--- src/sv/pearson_correlation_assert.svh ---
// Assertion macros used by the top-level RTL file pearson_correlation.sv.
`ifndef PEARSON_CORRELATION_ASSERT_SVH
`define PEARSON_CORRELATION_ASSERT_SVH

`ifndef SYNTHESIS
`define PC_ASSERT_SAME(label, clk, rst_n, ante, cons) \
    label: assert property (@(posedge clk) disable iff (!rst_n) (ante) |-> (cons)) \
        else $error("pearson_correlation: same-cycle check failed");
`define PC_ASSERT_NEXT(label, clk, rst_n, ante, cons) \
    label: assert property (@(posedge clk) disable iff (!rst_n) (ante) |=> (cons)) \
        else $error("pearson_correlation: next-cycle check failed");
`else
`define PC_ASSERT_SAME(label, clk, rst_n, ante, cons)
`define PC_ASSERT_NEXT(label, clk, rst_n, ante, cons)
`endif

`endif

--- src/sv/pc_pkg.sv ---
`timescale 1ns / 1ps
package pc_pkg;
    localparam int SAMPLE_BITS = 16;
    localparam int MAX_COUNT   = 65536;
    localparam int IN_W        = 16;
    localparam int COEF_W      = 16;
    localparam int PAIR_W      = 17;

    localparam int NW     = $clog2(MAX_COUNT + 1);
    localparam int SX_W   = SAMPLE_BITS + NW;
    localparam int SXX_W  = 2 * SAMPLE_BITS - 1 + NW;
    localparam int SXY_W  = 2 * SAMPLE_BITS - 1 + NW;
    localparam int TW     = ((NW + SXY_W > 2 * SX_W) ? NW + SXY_W : 2 * SX_W) + 1;
    localparam int MW     = TW;
    localparam int PW     = 2 * MW;
    localparam int M_BITS = COEF_W;
    localparam int Q_SHIFT = 2 * M_BITS;
    localparam int SW     = PW + Q_SHIFT + 4;
    localparam int SCNT_W = $clog2(M_BITS);
    localparam int MCNT_W = $clog2(MW + 1);

    typedef enum logic [2:0] {
        SEL_NXX, SEL_XX, SEL_NYY, SEL_YY, SEL_NXY, SEL_XY, SEL_AB, SEL_CC
    } t_mul_sel;

    typedef struct packed {
        logic     acc_en;
        logic     mul_start;
        logic     mul_store;
        t_mul_sel sel;
        logic     search_init;
        logic     search_step;
        logic     out_fire;
    } t_pc_cmd;

    typedef struct packed {
        logic mul_done;
        logic degenerate;
    } t_pc_stat;
endpackage

--- src/sv/pc_ctrl.sv ---
`timescale 1ns / 1ps
module pc_ctrl import pc_pkg::*; (
    input  logic     i_clk,
    input  logic     i_rst_n,
    input  logic     i_start,
    input  logic     i_last_pair,
    input  t_pc_stat i_stat,
    output t_pc_cmd  o_cmd,
    output logic     o_busy
);
    typedef enum logic [2:0] {
        S_IDLE, S_MUL_GO, S_MUL_RUN, S_CHECK, S_SRCH_INIT, S_SEARCH, S_DONE
    } t_state;

    t_state            r_state;
    t_mul_sel          r_sel;
    logic [SCNT_W-1:0] r_scnt;

    always_ff @(posedge i_clk) begin
        if (!i_rst_n) begin
            r_state <= S_IDLE;
            r_sel   <= SEL_NXX;
            r_scnt  <= '0;
        end else begin
            case (r_state)
                S_IDLE: begin
                    if (i_start && i_last_pair) begin
                        r_sel   <= SEL_NXX;
                        r_state <= S_MUL_GO;
                    end
                end
                S_MUL_GO: r_state <= S_MUL_RUN;
                S_MUL_RUN: begin
                    if (i_stat.mul_done) begin
                        if (r_sel == SEL_XY) begin
                            r_state <= S_CHECK;
                        end else if (r_sel == SEL_CC) begin
                            r_state <= S_SRCH_INIT;
                        end else begin
                            r_sel   <= t_mul_sel'(r_sel + 3'd1);
                            r_state <= S_MUL_GO;
                        end
                    end
                end
                S_CHECK: begin
                    // skip the root search when a variance term is not positive
                    if (i_stat.degenerate) begin
                        r_state <= S_DONE;
                    end else begin
                        r_sel   <= SEL_AB;
                        r_state <= S_MUL_GO;
                    end
                end
                S_SRCH_INIT: begin
                    r_scnt  <= SCNT_W'(M_BITS - 1);
                    r_state <= S_SEARCH;
                end
                S_SEARCH: begin
                    if (r_scnt == '0) begin
                        r_state <= S_DONE;
                    end else begin
                        r_scnt <= r_scnt - 1'b1;
                    end
                end
                S_DONE: r_state <= S_IDLE;
                default: r_state <= S_IDLE;
            endcase
        end
    end

    always_comb begin
        o_cmd     = '0;
        o_cmd.sel = r_sel;
        case (r_state)
            S_IDLE:      o_cmd.acc_en      = i_start;
            S_MUL_GO:    o_cmd.mul_start   = 1'b1;
            S_MUL_RUN:   o_cmd.mul_store   = i_stat.mul_done;
            S_SRCH_INIT: o_cmd.search_init = 1'b1;
            S_SEARCH:    o_cmd.search_step = 1'b1;
            S_DONE:      o_cmd.out_fire    = 1'b1;
            default:     o_cmd.acc_en      = 1'b0;
        endcase
    end

    assign o_busy = (r_state != S_IDLE);
endmodule

--- config.mk ---
export PLATFORM = sky130hd
export DESIGN_NAME = pc_ctrl
export DESIGN_NICKNAME = d
export VERILOG_FILES = /design/src/sv/pearson_correlation_assert.svh /design/src/sv/pc_pkg.sv /design/src/sv/pc_ctrl.sv
export SDC_FILE = /design/constraint.sdc
export NUM_CORES = 1
export LEC_CHECK = 0
export BUFFER_PORTS_ARGS = -buffer_cell sky130_fd_sc_hd__buf_2
export CELL_PAD_IN_SITES_DETAIL_PLACEMENT = 0
export CELL_PAD_IN_SITES_GLOBAL_PLACEMENT = 1
export CORE_MARGIN = 8
export CORE_UTILIZATION = 38
export DETAILED_ROUTE_END_ITERATION = 7
export PLACE_DENSITY = 0.81
export REMOVE_ABC_BUFFERS = 1
export SYNTH_ARGS = -nofsm -noshare
export SYNTH_HDL_FRONTEND = slang
export SYNTH_SLANG_ARGS = --single-unit
--- constraint.sdc ---
create_clock -name i_clk -period 1.8 [get_ports i_clk]
set_input_delay 0.18 -clock i_clk [delete_from_list [all_inputs] [get_ports i_clk]]
set_output_delay 0.18 -clock i_clk [all_outputs]
set_load 0.03 [all_outputs]
## Word level (Yosys, flattened, before mapping)

Cells that the tools add are included.

- Reductions and logical operators: 9
- Equality and inequality tests: 15
- Add/subtract/negate cells: 2
- Muxes and demuxes: 21

Operators by type and width:

| operator | count |
|---|---|
| $mux W3 | 11 |
| $pmux W3 S6 | 1 |
| $eq A3 B3 Y1 const B | 5 |
| $ne A2 B2 Y1 const B | 7 |
| $pmux W3 S3 | 1 |
| $pmux W4 S2 | 1 |
| $eq A3 B2 Y1 const B | 2 |
| $mux W1 | 6 |
| $reduce_and A6 Y1 | 1 |
| $reduce_bool A3 Y1 | 2 |
| $logic_not A4 Y1 | 1 |
| $mux W4 | 1 |
| $sub A4 B1 Y4 const B | 1 |
| $add A3 B1 Y3 const B | 1 |
| $eq A3 B1 Y1 const B | 1 |
| $logic_not A3 Y1 | 1 |
| $reduce_and A3 Y1 | 1 |
| $reduce_and A2 Y1 | 1 |
| $reduce_bool A2 Y1 | 1 |
| $logic_and A1 B1 Y1 | 1 |

- Logic and storage cells: 50
- Register bits after elaboration: 10
- Output and inout bits: 10

## Logic depth before layout (Yosys ltp)

- Depth in word-level cells: 5
- Mapped depth: 6
- Gate-level depth less buffers: 6

## Worst setup path before layout

Ideal clock, no wire load.

- Path kind: reg-to-reg
- Start: register r_sel[0]
- End: register r_sel[1]
- Cell stages (with the launch flop): 6
- Path slack: 0.281 ns
- Clock period less this slack: 1.519 ns
- Setup time: 0.122 ns
- Data arrival time: 1.398 ns
- Required time: 1.678 ns
- Cells stage by stage: dfxtp_1 > ha_1 > ha_1 > a221oi_2 > nand3_2 > mux2i_1

- Cells in the longest elaborated chain, start to end: 5
- Elaborated cells on any way between the ends: 10
- Classes of those cells: 1 x add/sub; 4 x eq/ne; 4 x mux; 1 x reduce/logical

Ends and longest elaborated chain:

| what | line | text |
|---|---|---|
| from (decl) | pc_ctrl.sv:16 | `t_mul_sel r_sel;` |
| from (signal assigned) | pc_ctrl.sv:40 | `r_sel <= t_mul_sel'(r_sel + 3'd1);` |
| $add A3 B1 Y3 | pc_ctrl.sv:40 |  |
| $mux W3 | pc_ctrl.sv:37 | `end else if (r_sel == SEL_CC) begin` |
| $mux W3 | pc_ctrl.sv:35 | `if (r_sel == SEL_XY) begin` |
| $mux W3 | pc_ctrl.sv:34 | `if (i_stat.mul_done) begin` |
| $pmux W3 S3 | pc_ctrl.sv:25 | `case (r_state)` |

Several ways; a longest one is shown, not always the timed one. The select of a mux whose other input is x is not followed.
A chain may end at the register's enable or synchronous reset.

==> results.md <==
- Total Routing Usage GR: about a tenth
- CP startpoint kind: flip-flop
- Htree depth: 1
- Period utilization: between 90% and 100%
- Synth Register Bits: 10
- Routed vias/inst: approximately 5.2
- Final setup violation count: 0
- Final min period: around 1.6 ns
- Avg Cell Area, Syn: 8.49 µm²
- Peak Freq: a little over 600 MHz
- Slew headroom: between 60% and 70%
- Die Wd: 59.1 µm
- Reg clk slew, reported paths: approximately 0.07 ns
- Final Slew Violations: 0
- DRC: 0
- Die footprint: 0.00349 mm²
- Total power: between 0.5 and 0.6 mW
- List of most frequent post-synthesis cells: dfxtp_1, inv_1, nand2_1
- WP data arrival: between 1 and 1.5 ns
- Main flop type after synthesis: dfxtp_1
- Synthesis Warnings: 0
- Initial core utilization: 40.8%
- Status: finished, final reports clean
- Synthesized area: roughly 700 µm²
- Fin util: a little under half
- Largest net degree at the start of global routing: 15
- Crit Path Max Fanout: 14
- Num Clock Sinks: 10
- Post-synthesis async set-or-reset flop share: 0%
- Rows: 15
- Final Hold Viols: 0
- Syn-to-layout area delta: 16.9%
- Seq/Total Area, Yosys: roughly 28%
- # port buffers: 15
- RSZ-0062 raised after global routing: false
- PD cells: a little under 700 mW/mm²
- Syn Inst Count: just over 80
- WL final: approximately 1500 µm
- Yosys top cell by area: dfxtp_1
- Initial antenna violation count: 0
- Routed via count: between 600 and 700
- Worst hold path type: input port to flip-flop
- VDD IR max: 0.000348 V
- Io pins: 16
- Netlist cell types: 33
- Leak pwr: about 0.4 nW
- Worst Path Required: 1.62 ns
- Cts-stage hold buffer count: 0
- Number of diodes: 0
- Slew @ Worst Pin: 0.501 ns
- Ranking of synthesized cells by area: dfxtp_1, ha_1, a211oi_1
- DRT antenna net count: 0
- Post-synth EDFFs: 0
- Post-synth top area share: 28.4%
- Crit Path Class: flip-flop to primary output
- Setup TNS: 0 ns
- Total gr overflow: 0
- Core area: 0.00173 mm²
- Initial DRC count: 3
- Post-CTS setup repair buffer count: 0
- Clock buffer depth: 2
- CTS tree: built
- Die Ht: 59.1 µm
- Vias in the first global route: 592
- First-pass GRT wire length: between 2000 and 3000 µm
- Fin nets: 110
- Cts bufs inserted: 3
- Top-count cell post-synth: dfxtp_1
- Root Driver: clkbuf_4
- Wire per inst: ~12 µm
- Max Cap Viol: 0
- Drt first pass iters: 4
- Layout cell share with drive strength beyond 1: between 20% and 30%
- Critical Path Sink Type: primary output
- HPWL Detailed: 1180 µm
- Setup Skew: between 0.002 and 0.003 ns
- Routability cong.: about 0.79
- Worst-Skew Late Latency: 0.26 ns
==> cells in the final DEF, fill, tap and decap left out, types with 2 or more instances in the layout <==
cell	synthesis	routed
nand3b_1	2	2
inv_1	9	9
buf_2	0	15
a211oi_1	5	5
nor3_1	7	7
nor3b_1	3	2
and2_1	4	4
mux2i_1	3	3
nand3_1	2	2
dfxtp_1	10	10
o21ai_0	3	3
nand2_1	8	8
nor2_1	3	3
ha_1	4	4
clkbuf_4	0	3
==> routing by layer <==
metal / GRT usage, % / part of all wire, %
met1: 12.8 / 51
met2: 13.1 / 41
met3: 3.04 / 6.3
met4: 8.19 / 1.5
met5: 0 / 0
==> registers in the layout (all words and copies together), names as in the netlist <==
signal	cells
r_scnt	4
r_sel	3
r_state	3
==> final cells by class <==
type | instances | area (µm²)
clock buffers | 4 | 36.3
fillers | 194 | 903
inverters | 9 | 33.8
multi-input cells | 60 | 439
flip-flops and latches | 10 | 200
well taps | 25 | 31.3
repair buffers | 16 | 82.6
==> metrics by stage <==
step | cells | cell area (µm²) | worst slack [ns] | hold WS [ns]
2_1_floorplan | 79 | 668 | 0.280 | 0.326
3_3_place_gp | 120 | 782 | 0.256 | 0.482
3_5_place_dp | 120 | 782 | 0.235 | 0.489
4_1_cts | 124 | 818 | 0.0652 | 0.210
5_1_grt | 124 | 823 | 0.0576 | 0.222
6_report | 124 | 823 | 0.171 | 0.220
==> final timing paths <==
path / startpoint / to / slack (ns) / depth (start not counted)
worst max-delay path: r_state[0] / o_cmd[8] / 0.17 / 3
worst min-delay path: i_rst_n / r_sel[0] / 0.22 / 3
worst max register to register: r_state[2] / r_sel[1] / 0.18 / 4
worst min register to register: r_sel[1] / r_sel[1] / 0.49 / 2
==> what timing repair did <==
| item | in CTS | in global routing |
|---|---|---|
| setup endpoints to repair | 0 | 1 |
| hold endpoints to repair | 0 | 0 |
| gates resized for setup | 0 | 1 |
==> power breakdown <==
| part | internal [mW] | switching (mW) |
|---|---|---|
| clock network | 0.123 | 0.0812 |
| logic | 0.0458 | 0.0697 |
| registers | 0.226 | 0.0130 |
| total | 0.395 | 0.164 |
==> worst max-delay path: stages (launching register included) <==
cell and delay, ns:
dfxtp_1 0.46, nor3_1 0.36, and2_1 0.17, buf_2 0.19
==> logic make-up after synthesis <==
| logic type | count (synthesis) | share of synthesized area, % |
|---|---|---|
| AOI/OAI and AO/OA | 18 | 20.4 |
| and+or+nand+nor | 35 | 29.8 |
| DFF | 10 | 28.4 |
| adders and majority gates | 4 | 7.11 |
| muxes | 3 | 4.26 |
| buffers and inverters | 13 | 9.95 |
No activity file was read; power rests on OpenSTA's default activity.
